### src/design/egcd_pkg.sv
// Package for the binary extended GCD block.
// Holds the field width, the datapath operation codes and the control
// and status structs shared by the sequencer and the datapath.
package egcd_pkg;

    localparam int FIELD_BITS = 64;

    typedef enum logic [3:0] {
        OP_HOLD,
        OP_LOAD,
        OP_SPECIAL,
        OP_INIT,
        OP_ZB,
        OP_STRIP,
        OP_STEP,
        OP_FIN,
        OP_PREP,
        OP_HALF,
        OP_CORR,
        OP_SIGN
    } t_op;

    typedef struct packed {
        t_op op;
    } t_ctrl;

    typedef struct packed {
        logic a_zero;
        logic b_zero;
        logic uv_even;
        logic u_even;
        logic v_even;
        logic u_eq_v;
        logic shift_zero;
    } t_stat;

endpackage

### src/design/egcd_if.sv
// Handshake channel interfaces for the binary extended GCD block.
// Depends on egcd_pkg for the field width.
interface egcd_in_if;
    logic valid;
    logic ready;
    logic signed [egcd_pkg::FIELD_BITS-1:0] first_operand;
    logic signed [egcd_pkg::FIELD_BITS-1:0] second_operand;

    modport source (output valid, output first_operand, output second_operand, input ready);
    modport sink (input valid, input first_operand, input second_operand, output ready);
endinterface

interface egcd_out_if;
    logic valid;
    logic ready;
    logic signed [egcd_pkg::FIELD_BITS-1:0] divisor;
    logic signed [egcd_pkg::FIELD_BITS-1:0] coef_first;
    logic signed [egcd_pkg::FIELD_BITS-1:0] coef_second;

    modport source (output valid, output divisor, output coef_first, output coef_second,
                    input ready);
    modport sink (input valid, input divisor, input coef_first, input coef_second,
                  output ready);
endinterface

### src/design/egcd_dp.sv
// Datapath of the binary extended GCD block: operand, cofactor and result
// registers with the shared subtract, strip and halving logic.
// Depends on egcd_pkg for the operation codes and the status struct.
module egcd_dp #(
    parameter int WORD_BITS = 64
) (
    input  logic                                   i_clk,
    input  egcd_pkg::t_ctrl                        i_ctrl,
    input  logic signed [egcd_pkg::FIELD_BITS-1:0] i_first_operand,
    input  logic signed [egcd_pkg::FIELD_BITS-1:0] i_second_operand,
    output egcd_pkg::t_stat                        o_stat,
    output logic signed [egcd_pkg::FIELD_BITS-1:0] o_divisor,
    output logic signed [egcd_pkg::FIELD_BITS-1:0] o_coef_first,
    output logic signed [egcd_pkg::FIELD_BITS-1:0] o_coef_second
);
    import egcd_pkg::*;

    localparam int W  = WORD_BITS;
    localparam int ZW = $clog2(W);
    localparam int CW = $clog2(2 * W);

    logic [W-1:0]  r_a, r_b;
    logic [W-1:0]  r_u, r_v;
    logic [W-1:0]  r_s0, r_t0, r_s1, r_t1;
    logic [W-1:0]  r_ug, r_vg, r_ugh, r_vgh;
    logic [ZW-1:0] r_zb;
    logic [CW-1:0] r_shift;
    logic [W-1:0]  r_g, r_sr, r_tr;

    logic [W:0]    w_diff;
    logic          w_u_ge;
    logic          w_m;
    logic          w_corr;
    logic [W-1:0]  w_s0_dbl, w_t0_dbl;

    assign w_diff   = {1'b0, r_u} - {1'b0, r_v};
    assign w_u_ge   = !w_diff[W];
    assign w_m      = r_s0[0] | r_t0[0];
    assign w_s0_dbl = {r_s0[W-2:0], 1'b0};
    assign w_t0_dbl = {r_t0[W-2:0], 1'b0};
    assign w_corr   = ((r_s0 > W'(1)) && (w_s0_dbl >= r_vg)) ||
                      ((r_t0 > W'(1)) && (w_t0_dbl >= r_ug));

    always_ff @(posedge i_clk) begin
        unique case (i_ctrl.op)
            OP_HOLD: begin
            end
            OP_LOAD: begin
                r_a <= i_first_operand[W-1:0];
                r_b <= i_second_operand[W-1:0];
            end
            OP_SPECIAL: begin
                if (r_a == '0) begin
                    r_g  <= r_b;
                    r_sr <= '0;
                    r_tr <= W'(1);
                end else begin
                    r_g  <= r_a;
                    r_sr <= W'(1);
                    r_tr <= '0;
                end
            end
            OP_INIT: begin
                r_u     <= r_a[W-1] ? W'(0) - r_a : r_a;
                r_v     <= r_b[W-1] ? W'(0) - r_b : r_b;
                r_s0    <= W'(1);
                r_t0    <= '0;
                r_s1    <= '0;
                r_t1    <= W'(1);
                r_zb    <= '0;
                r_shift <= '0;
            end
            OP_ZB: begin
                r_u  <= r_u >> 1;
                r_v  <= r_v >> 1;
                r_zb <= r_zb + ZW'(1);
            end
            OP_STRIP: begin
                if (!r_u[0]) begin
                    r_u  <= r_u >> 1;
                    r_t1 <= r_t1 << 1;
                    r_s1 <= r_s1 << 1;
                end else begin
                    r_v  <= r_v >> 1;
                    r_t0 <= r_t0 << 1;
                    r_s0 <= r_s0 << 1;
                end
                r_shift <= r_shift + CW'(1);
            end
            OP_STEP: begin
                if (w_u_ge) begin
                    r_u  <= w_diff[W-1:0];
                    r_t0 <= r_t0 + r_t1;
                    r_s0 <= r_s0 + r_s1;
                end else begin
                    r_v  <= r_v - r_u;
                    r_t1 <= r_t1 + r_t0;
                    r_s1 <= r_s1 + r_s0;
                end
            end
            OP_FIN: begin
                r_ug <= r_t0 + r_t1;
                r_vg <= r_s0 + r_s1;
            end
            OP_PREP: begin
                r_ugh <= (r_ug >> 1) + W'(r_ug[0]);
                r_vgh <= (r_vg >> 1) + W'(r_vg[0]);
            end
            OP_HALF: begin
                r_s0    <= (r_s0 >> 1) + (w_m ? r_vgh : '0);
                r_t0    <= (r_t0 >> 1) + (w_m ? r_ugh : '0);
                r_shift <= r_shift - CW'(1);
            end
            OP_CORR: begin
                if (w_corr) begin
                    r_s0 <= r_s0 - r_vg;
                    r_t0 <= r_t0 - r_ug;
                end
            end
            OP_SIGN: begin
                r_g  <= r_u << r_zb;
                r_sr <= r_a[W-1] ? W'(0) - r_s0 : r_s0;
                r_tr <= r_b[W-1] ? r_t0 : W'(0) - r_t0;
            end
            default: begin
            end
        endcase
    end

    always_comb begin
        o_stat.a_zero     = (r_a == '0);
        o_stat.b_zero     = (r_b == '0);
        o_stat.uv_even    = !(r_u[0] | r_v[0]);
        o_stat.u_even     = !r_u[0];
        o_stat.v_even     = !r_v[0];
        o_stat.u_eq_v     = (r_u == r_v);
        o_stat.shift_zero = (r_shift == '0);
    end

    assign o_divisor     = FIELD_BITS'($signed(r_g));
    assign o_coef_first  = FIELD_BITS'($signed(r_sr));
    assign o_coef_second = FIELD_BITS'($signed(r_tr));

endmodule

### src/design/egcd_seq.sv
// Sequencer of the binary extended GCD block: walks the datapath through
// setup, subtract-and-strip, halving, correction and sign restore, and owns the handshakes.
// Depends on egcd_pkg for the control and status structs.
module egcd_seq (
    input  logic            i_clk,
    input  logic            i_rst_n,
    input  logic            i_in_valid,
    input  logic            i_out_ready,
    input  egcd_pkg::t_stat i_stat,
    output logic            o_in_ready,
    output logic            o_out_valid,
    output egcd_pkg::t_ctrl o_ctrl
);
    import egcd_pkg::*;

    typedef enum logic [9:0] {
        S_IDLE  = 10'b00_0000_0001,
        S_INIT  = 10'b00_0000_0010,
        S_ZB    = 10'b00_0000_0100,
        S_STRIP = 10'b00_0000_1000,
        S_STEP  = 10'b00_0001_0000,
        S_PREP  = 10'b00_0010_0000,
        S_HALF  = 10'b00_0100_0000,
        S_CORR  = 10'b00_1000_0000,
        S_SIGN  = 10'b01_0000_0000,
        S_SPARE = 10'b10_0000_0000
    } t_state;

    t_state r_state, n_state;
    logic   r_out_valid, n_out_valid;
    logic   w_out_free;

    assign w_out_free = !r_out_valid || i_out_ready;

    always_comb begin
        n_state     = r_state;
        n_out_valid = r_out_valid && !i_out_ready;
        o_ctrl.op   = OP_HOLD;
        o_in_ready  = 1'b0;
        unique case (r_state)
            S_IDLE: begin
                o_in_ready = 1'b1;
                if (i_in_valid) begin
                    o_ctrl.op = OP_LOAD;
                    n_state   = S_INIT;
                end
            end
            S_INIT: begin
                if (i_stat.a_zero || i_stat.b_zero) begin
                    if (w_out_free) begin
                        o_ctrl.op   = OP_SPECIAL;
                        n_out_valid = 1'b1;
                        n_state     = S_IDLE;
                    end
                end else begin
                    o_ctrl.op = OP_INIT;
                    n_state   = S_ZB;
                end
            end
            S_ZB: begin
                if (i_stat.uv_even) begin
                    o_ctrl.op = OP_ZB;
                end else begin
                    n_state = S_STRIP;
                end
            end
            S_STRIP: begin
                if (i_stat.u_even || i_stat.v_even) begin
                    o_ctrl.op = OP_STRIP;
                end else begin
                    n_state = S_STEP;
                end
            end
            S_STEP: begin
                if (i_stat.u_eq_v) begin
                    o_ctrl.op = OP_FIN;
                    n_state   = S_PREP;
                end else begin
                    o_ctrl.op = OP_STEP;
                    n_state   = S_STRIP;
                end
            end
            S_PREP: begin
                o_ctrl.op = OP_PREP;
                n_state   = S_HALF;
            end
            S_HALF: begin
                if (i_stat.shift_zero) begin
                    n_state = S_CORR;
                end else begin
                    o_ctrl.op = OP_HALF;
                end
            end
            S_CORR: begin
                o_ctrl.op = OP_CORR;
                n_state   = S_SIGN;
            end
            S_SIGN: begin
                if (w_out_free) begin
                    o_ctrl.op   = OP_SIGN;
                    n_out_valid = 1'b1;
                    n_state     = S_IDLE;
                end
            end
            default: begin
                n_state = S_IDLE;
            end
        endcase
    end

    always_ff @(posedge i_clk) begin
        if (!i_rst_n) begin
            r_state     <= S_IDLE;
            r_out_valid <= 1'b0;
        end else begin
            r_state     <= n_state;
            r_out_valid <= n_out_valid;
        end
    end

    assign o_out_valid = r_out_valid;

`ifndef SYNTHESIS
    a_step_odd: assert property (@(posedge i_clk) disable iff (!i_rst_n)
        r_state == S_STEP |-> !i_stat.u_even && !i_stat.v_even)
        else $error("Subtract step entered with an even operand.");

    a_strip_one_even: assert property (@(posedge i_clk) disable iff (!i_rst_n)
        r_state == S_STRIP |-> !i_stat.uv_even)
        else $error("Both operands even after the shared power of two was removed.");

    a_result_source: assert property (@(posedge i_clk) disable iff (!i_rst_n)
        $rose(r_out_valid) |-> $past(r_state == S_INIT || r_state == S_SIGN))
        else $error("Result beat raised outside a result-producing state.");
`endif

endmodule

### src/design/extended_gcd_binary_64.sv
// Binary extended GCD: each input beat carries signed a and b, and each output beat returns
// g, s and t with g = s*a + t*b modulo 2^WORD_BITS, sign-extended to 64 bits; a zero a gives
// (b, 0, 1) and a zero b gives (a, 1, 0). One item is worked at a time, one bit of shift or
// one subtract per cycle; the work is set by the subtract rounds and the one-bit strip and
// halving loops of the shared datapath. A result that cannot leave waits for the sink. A
// finished result waits in the output register while the next item is already accepted.
module extended_gcd_binary_64 #(
    parameter int WORD_BITS = 64
) (
    input  logic       i_clk,
    input  logic       i_rst_n,
    egcd_in_if.sink    i_in,
    egcd_out_if.source o_res
);
    import egcd_pkg::*;

    t_ctrl w_ctrl;
    t_stat w_stat;
    logic  w_in_ready;
    logic  w_out_valid;

    egcd_seq u_seq (
        .i_clk       (i_clk),
        .i_rst_n     (i_rst_n),
        .i_in_valid  (i_in.valid),
        .i_out_ready (o_res.ready),
        .i_stat      (w_stat),
        .o_in_ready  (w_in_ready),
        .o_out_valid (w_out_valid),
        .o_ctrl      (w_ctrl)
    );

    egcd_dp #(
        .WORD_BITS (WORD_BITS)
    ) u_dp (
        .i_clk            (i_clk),
        .i_ctrl           (w_ctrl),
        .i_first_operand  (i_in.first_operand),
        .i_second_operand (i_in.second_operand),
        .o_stat           (w_stat),
        .o_divisor        (o_res.divisor),
        .o_coef_first     (o_res.coef_first),
        .o_coef_second    (o_res.coef_second)
    );

    assign i_in.ready  = w_in_ready;
    assign o_res.valid = w_out_valid;

endmodule
### src/flat_wrapper.sv
// flat-port wrapper written by rule: the top's interface ports become plain ports
module extended_gcd_binary_64_flat import egcd_pkg::*;
#(
    parameter int WORD_BITS = 64
)
  (i_clk, i_rst_n, i_in_valid, i_in_first_operand, i_in_second_operand, i_in_ready, o_res_valid, o_res_divisor, o_res_coef_first, o_res_coef_second, o_res_ready);
  egcd_in_if i_in_i ();
  egcd_out_if o_res_i ();
  input  logic i_clk;
  input  logic i_rst_n;
  input wire logic [$bits(i_in_i.valid)-1:0] i_in_valid;
  input wire logic [$bits(i_in_i.first_operand)-1:0] i_in_first_operand;
  input wire logic [$bits(i_in_i.second_operand)-1:0] i_in_second_operand;
  output wire logic [$bits(i_in_i.ready)-1:0] i_in_ready;
  output wire logic [$bits(o_res_i.valid)-1:0] o_res_valid;
  output wire logic [$bits(o_res_i.divisor)-1:0] o_res_divisor;
  output wire logic [$bits(o_res_i.coef_first)-1:0] o_res_coef_first;
  output wire logic [$bits(o_res_i.coef_second)-1:0] o_res_coef_second;
  input wire logic [$bits(o_res_i.ready)-1:0] o_res_ready;
  assign i_in_i.valid = i_in_valid;
  assign i_in_i.first_operand = i_in_first_operand;
  assign i_in_i.second_operand = i_in_second_operand;
  assign i_in_ready = i_in_i.ready;
  assign o_res_valid = o_res_i.valid;
  assign o_res_divisor = o_res_i.divisor;
  assign o_res_coef_first = o_res_i.coef_first;
  assign o_res_coef_second = o_res_i.coef_second;
  assign o_res_i.ready = o_res_ready;
  extended_gcd_binary_64 #(.WORD_BITS(WORD_BITS)) u_core (.i_clk(i_clk), .i_rst_n(i_rst_n), .i_in(i_in_i), .o_res(o_res_i));
endmodule
### config.mk
export PLATFORM = sky130hd
export DESIGN_NAME = extended_gcd_binary_64_flat
export DESIGN_NICKNAME = d
export VERILOG_FILES = /design/src/design/egcd_pkg.sv /design/src/design/egcd_if.sv /design/src/design/egcd_dp.sv /design/src/design/egcd_seq.sv /design/src/design/extended_gcd_binary_64.sv /design/src/flat_wrapper.sv
export SDC_FILE = /design/constraint.sdc
export NUM_CORES = 2
export LEC_CHECK = 0
export BUFFER_PORTS_ARGS = -buffer_cell sky130_fd_sc_hd__clkbuf_2
export CAP_MARGIN = 20
export CORE_ASPECT_RATIO = 1.25
export CORE_MARGIN = 8
export CORE_UTILIZATION = 60
export DETAILED_ROUTE_END_ITERATION = 8
export PLACE_DENSITY = 0.78
export SLEW_MARGIN = 20
export SYNTH_ARGS = -nofsm -noshare
export SYNTH_HDL_FRONTEND = slang
export SYNTH_SLANG_ARGS = --single-unit
### constraint.sdc
create_clock -name i_clk -period 39.2 [get_ports i_clk]
set_input_delay 1.96 -clock i_clk [delete_from_list [all_inputs] [get_ports i_clk]]
set_output_delay 1.96 -clock i_clk [all_outputs]
set_load 0.005 [all_outputs]
* Word-level counts from Yosys, hierarchy flattened *
Index checks and enable logic that the tools add are counted.
Widths: inputs -> output; s select.

cells by class
  equal/unequal tests = 30
  bitwise operators = 2
  reduce and logical (&&, ||, !) cells = 26
  shift-type cells = 1
  mux-type cells = 55
  order comparisons = 4
  $add $sub $neg = 17

operators with widths
  cell                   number
  $mux 64                21
  $pmux 64 s5            2
  $pmux 64 s4            2
  $pmux 64 s2            3
  $pmux 64 s3            2
  $sub 1x64->64 const A  4
  $sub 64x64->64         3
  $add 63x1->64          2
  $add 63x64->64         2
  $add 64x64->64         2
  $ge 64x64->1           2
  $gt 64x1->1 const B    2
  $logic_not 64->1       2
  $pmux 10 s9            1
  $sub 64x64->65         1
  $eq 64x64->1           1
  $shl 64x6->64          1
  $mux 10                6
  $pmux 4 s9             1
  $pmux 7 s3             1
  $ne 2x2->1 const B     9
  $eq 4x3->1 const B     4
  $eq 4x4->1 const B     4
  $mux 4                 3
  32 further kinds       54

storage, ports and cells
  register bits after elaboration = 984
  logic and storage cells = 155
  input bits = 132

* Depth between registers and ports, before layout *
  depth in word-level cells = 8
  depth in mapped cells = 19

* By module *
A second synthesis with hierarchy kept.

unflattened totals
  cell total of the unflattened synthesis = 9098
  area total of the unflattened synthesis = 81998.6 um2

by module, submodules not included
  module    area each (um2)  cells an instance  seq. area each (um2)  instances
  egcd_dp   81134.1          8987               29218.0               1
  egcd_seq  864.6            111                220.2                 1

* Worst setup path before layout *
Ideal clock, no wire load.

  kind = register -> register
  start = reg u_core.u_dp.r_u[34]
  end = reg u_core.u_dp.r_s0[0], enable pin
  data arrival time = 27.103 ns
  cell stages (with the launch flop) = 12
  clock period less this slack = 28.035 ns
  slack = 11.165 ns
  required time = 38.268 ns
  buffers on the path = 2
  cells stage by stage = edfxtp_1 inv_1 ha_1 clkbuf_1 nand4_1 nor4_1 nand2_1 nor4_1 nor3_1 buf_2 and2_1 nor4bb_1

on the way
  cells in the longest elaborated chain, start to end = 6
  elaborated cells between the ends (all ways) = 14

RTL lines
  element                                                 line            source
  start, declared                                         egcd_dp.sv:23   logic [W-1:0] r_u, r_v;
  start signal, assigned                                  egcd_dp.sv:64   r_u <= r_a[W-1] ? W'(0) - r_a : r_a;
  start signal, assigned                                  egcd_dp.sv:74   r_u <= r_u >> 1;
  start signal, assigned                                  egcd_dp.sv:80   r_u <= r_u >> 1;
  branches (longest 5 deep; another with $sub 64x64->65)  n/a
  $reduce_and 4->1 (no line) (*)                          n/a
  end signal, assigned                                    egcd_dp.sv:86   r_s0 <= r_s0 << 1;
  end signal, assigned                                    egcd_dp.sv:94   r_s0 <= r_s0 + r_s1;
  end signal, assigned                                    egcd_dp.sv:110  r_s0 <= (r_s0 >> 1) + (w_m ? r_vgh : '0);
  end, declared                                           egcd_dp.sv:24   logic [W-1:0] r_s0, r_t0, r_s1, r_t1;

Every way passes the cells marked *.
A chain may end at the register's enable or synchronous reset.

* Worst setup path in the final report *
  start = reg u_core.u_dp.r_u[0]
  end = reg u_core.u_dp.r_s1[36], enable pin

on the way
  cells in the longest elaborated chain, start to end = 7
  elaborated cells between the ends (all ways) = 16

RTL lines
  element                                                 line           source
  branches (longest 6 deep; another with $sub 64x64->65)  n/a
  $reduce_and 3->1 (no line) (*)                          n/a
  end signal, assigned                                    egcd_dp.sv:82  r_s1 <= r_s1 << 1;
  end signal, assigned                                    egcd_dp.sv:98  r_s1 <= r_s1 + r_s0;
  end, declared                                           egcd_dp.sv:24

Marked as above.

==> impl_metrics.py <==
metrics = {
    "status": {
        "outcome": "finished with violations",
        "violations": "design-rule violations",
    },
    "logic_synthesis": {
        "yosys-top-cells-area": "edfxtp_1 36%, ha_1 10%, xnor2_1 5.7%",
        "ys.flop_type": "edfxtp_1",
        "syn_area_um2": 80700,
        "async_flop_share": 0,
        "synthCells": 8922,
        "yosys_warnings": 0,
        "synth-seq-cells": 984,
        "netlist.area_leader.share": 0.362,
        "seq_area_frac_synth": 0.365,
        "synth_edf_count": 973,
        "synth.largest_area_cell": "edfxtp_1",
        "synth.avg_cell_area_um2": 9.04,
        "syn_nets": 9712,
        "synth_cell_types": 87,
    },
    "cts": {
        "clock_sinks": 984,
        "clockBufferDepth": 3,
        "cts_tree": "yes",
        "clock_latency_ns": 0.79,
        "htreeDepth": 3,
        "clkTransAtPathRegs_ns": 0.07,
        "hold_buffers": 0,
        "cts_setup_buffers": 0,
        "root_buffer": "clkbuf_16",
        "cts_resized": 0,
        "numCtsBuffers": 109,
    },
    "sta": {
        "maxSlewViolCount": 0,
        "worst_clock_skew_ns": 0.0448,
        "max-slew-margin-rel": 0.153,
        "min_period_ns": 7.59,
        "fmax_mhz": 132,
        "setup_viol": 0,
        "worst_hold_slack_ns": 0.552,
        "fin_setup_tns_ns": 0,
        "rsz0062_at_grt": "no",
        "layout_setup_ws_ns": 31.61,
        "finalHoldViolCount": 0,
        "min_period_over_period": 0.194,
        "tightest_slew_ns": 1.26,
    },
    "worst_setup_path": {
        "worstSetupEndpointType": "flop",
        "cp_num_buf_inv": 4,
        "crit_slowest_cell": "nor2_4",
        "crit_family": "compound AO/OA/AOI/OAI gates",
        "worst-setup-path-type": "flop to flop",
        "required_ns": 39.58,
        "path_cells": "inv_1 -> ha_1 -> inv_1 -> fa_1 -> a21oi_1 -> o211ai_1 -> a221oi_1 -> o21ai_0 -> a211oi_1 -> o21ai_0 -> a31o_2 -> a21o_1 -> a21oi_1 -> nor2_1 -> nor2_4 -> buf_4 -> buf_4",
        "critPathLaunchType": "flop",
        "arrival_ns": 7.97,
        "cp_slowest_stage_delay_ns": 0.77,
        "worst-path-max-fanout": 59,
    },
    "floorplanning": {
        "die_x_um": 344,
        "io-pin-count": 326,
        "core_um2": 134000,
        "num_rows": 150,
        "die_y_um": 426,
        "initial_core_util": 0.604,
        "die-area_um2": 147000,
    },
    "global_routing": {
        "grt_pass1_wl_mm": 443,
        "first_global_vias": 72251,
        "overflow": 0,
        "grt_use_total": 0.393,
        "antenna_found_initial": 13,
        "grt_max_degree": 162,
    },
    "final_layout": {
        "finish.utilization": 0.654,
        "multiInputGateArea_um2": 48200,
        "fill_cells": 11089,
        "final_cell_mix": "1038 x nand2_1, 973 x edfxtp_1, 782 x a21oi_1, 649 x ha_1, 579 x o21ai_0",
        "regArea_um2": 29400,
        "area_delta_synth_final_pct": 8.41,
        "final_nets": 9786,
        "drive_gt1_frac": 0.0813,
        "final_common_cell": "nand2_1",
    },
    "detailed_routing": {
        "route.detailed.drc": 1,
        "viasPerCell": 6.86,
        "first_pass_iters": 9,
        "wl_per_cell_um": 27.6,
        "finalWirelength_mm": 299,
        "vias": 74456,
        "dr.first_iter.drc_count": 8936,
        "postRouteAntennaNets": 0,
    },
    "placement": {
        "hpwl_mm": 227,
        "place_congestion": 1.05,
        "io_buffers": 325,
        "place_ws_ns": 31.78,
    },
    "power": {
        "p_leak_nw": 33.6,
        "irDropWorstVdd_mv": 0.0335,
        "power_density_nw_per_um2": 27.1,
    },
    "worst_hold_path": {
        "hold_class": "flop to flop",
    },
    "job": {
        "cap_violations": 0,
    },
}
area by class of cell:
type	count	share of cell area
Antenna cell	9	0.000258
Clock buffer	122	0.0325
Clock inverter	84	0.0111
Inverter	407	0.0175
Multi-Input combinational cell	7087	0.551
Sequential cell	984	0.337
Tap cell	1748	0.0250
Timing Repair Buffer	407	0.0264
where the power goes:
group          internal [mW]  total [mW]  switching (mW)
clock network          0.638        1.12           0.483
logic                 0.0320      0.0870          0.0549
registers               1.15        1.17          0.0110
Yosys cell counts (115+ instances only):
| cell type | count |
|---|---|
| a21o_1 | 373 |
| a21oi_1 | 783 |
| a22oi_1 | 115 |
| clkbuf_1 | 391 |
| edfxtp_1 | 973 |
| ha_1 | 649 |
| inv_1 | 405 |
| nand2_1 | 1040 |
| nand3_1 | 187 |
| nand4_1 | 160 |
| nor2_1 | 563 |
| nor2b_1 | 203 |
| nor3_1 | 121 |
| o21ai_0 | 580 |
| o21bai_1 | 117 |
| xnor2_1 | 529 |
| xor2_1 | 316 |
cell families (layout without fill, tap and decap cells):
family | after synthesis | in the layout | synth area share
compound gates | 2733 | 2733 | 0.217
simple gates | 2716 | 2716 | 0.159
flops | 984 | 984 | 0.365
buf+inv | 851 | 1020 | 0.0400
xor+xnor | 845 | 845 | 0.0917
fa+ha+maj | 658 | 658 | 0.103
mux | 134 | 134 | 0.0244
other cells | 1 | 10 | 0.0000465
final timing paths:
path / from / slack, ns / to / cells after the start
max: u_core.u_dp.r_u[0] / 31.61 / u_core.u_dp.r_s1[36] / 17
max reg2reg: u_core.u_dp.r_u[0] / 31.61 / u_core.u_dp.r_s1[36] / 17
min: u_core.u_dp.r_s1[11] / 0.55 / u_core.u_dp.r_s1[12] / 2
min reg2reg: u_core.u_dp.r_s1[11] / 0.55 / u_core.u_dp.r_s1[12] / 2
routing by layer:
layer	vias up	track usage	wire, µm
li1	33287	-	-
met1	35641	0.467	107000
met2	4472	0.648	140000
met3	1040	0.0654	27800
met4	16	0.272	24400
met5	-	0	106
tightest hold or removal path, cell delays in order (launching register included):
cell and delay, ns:
edfxtp_1 0.34, nand2_1 0.05, nand2_1 0.06
through the flow:
| stage | area, µm² | std cells | power (mW) |
|---|---|---|---|
| global route | 87400 | 10840 | 2.42 |
| CTS | 87400 | 10838 | 2.37 |
| global placement | 83600 | 10632 | 1.27 |
| floorplan | 80700 | 8922 | 1.23 |
| finish | 87500 | 10848 | 2.37 |
| detailed placement | 83600 | 10632 | 1.27 |
(Power assumes the default switching activity.)
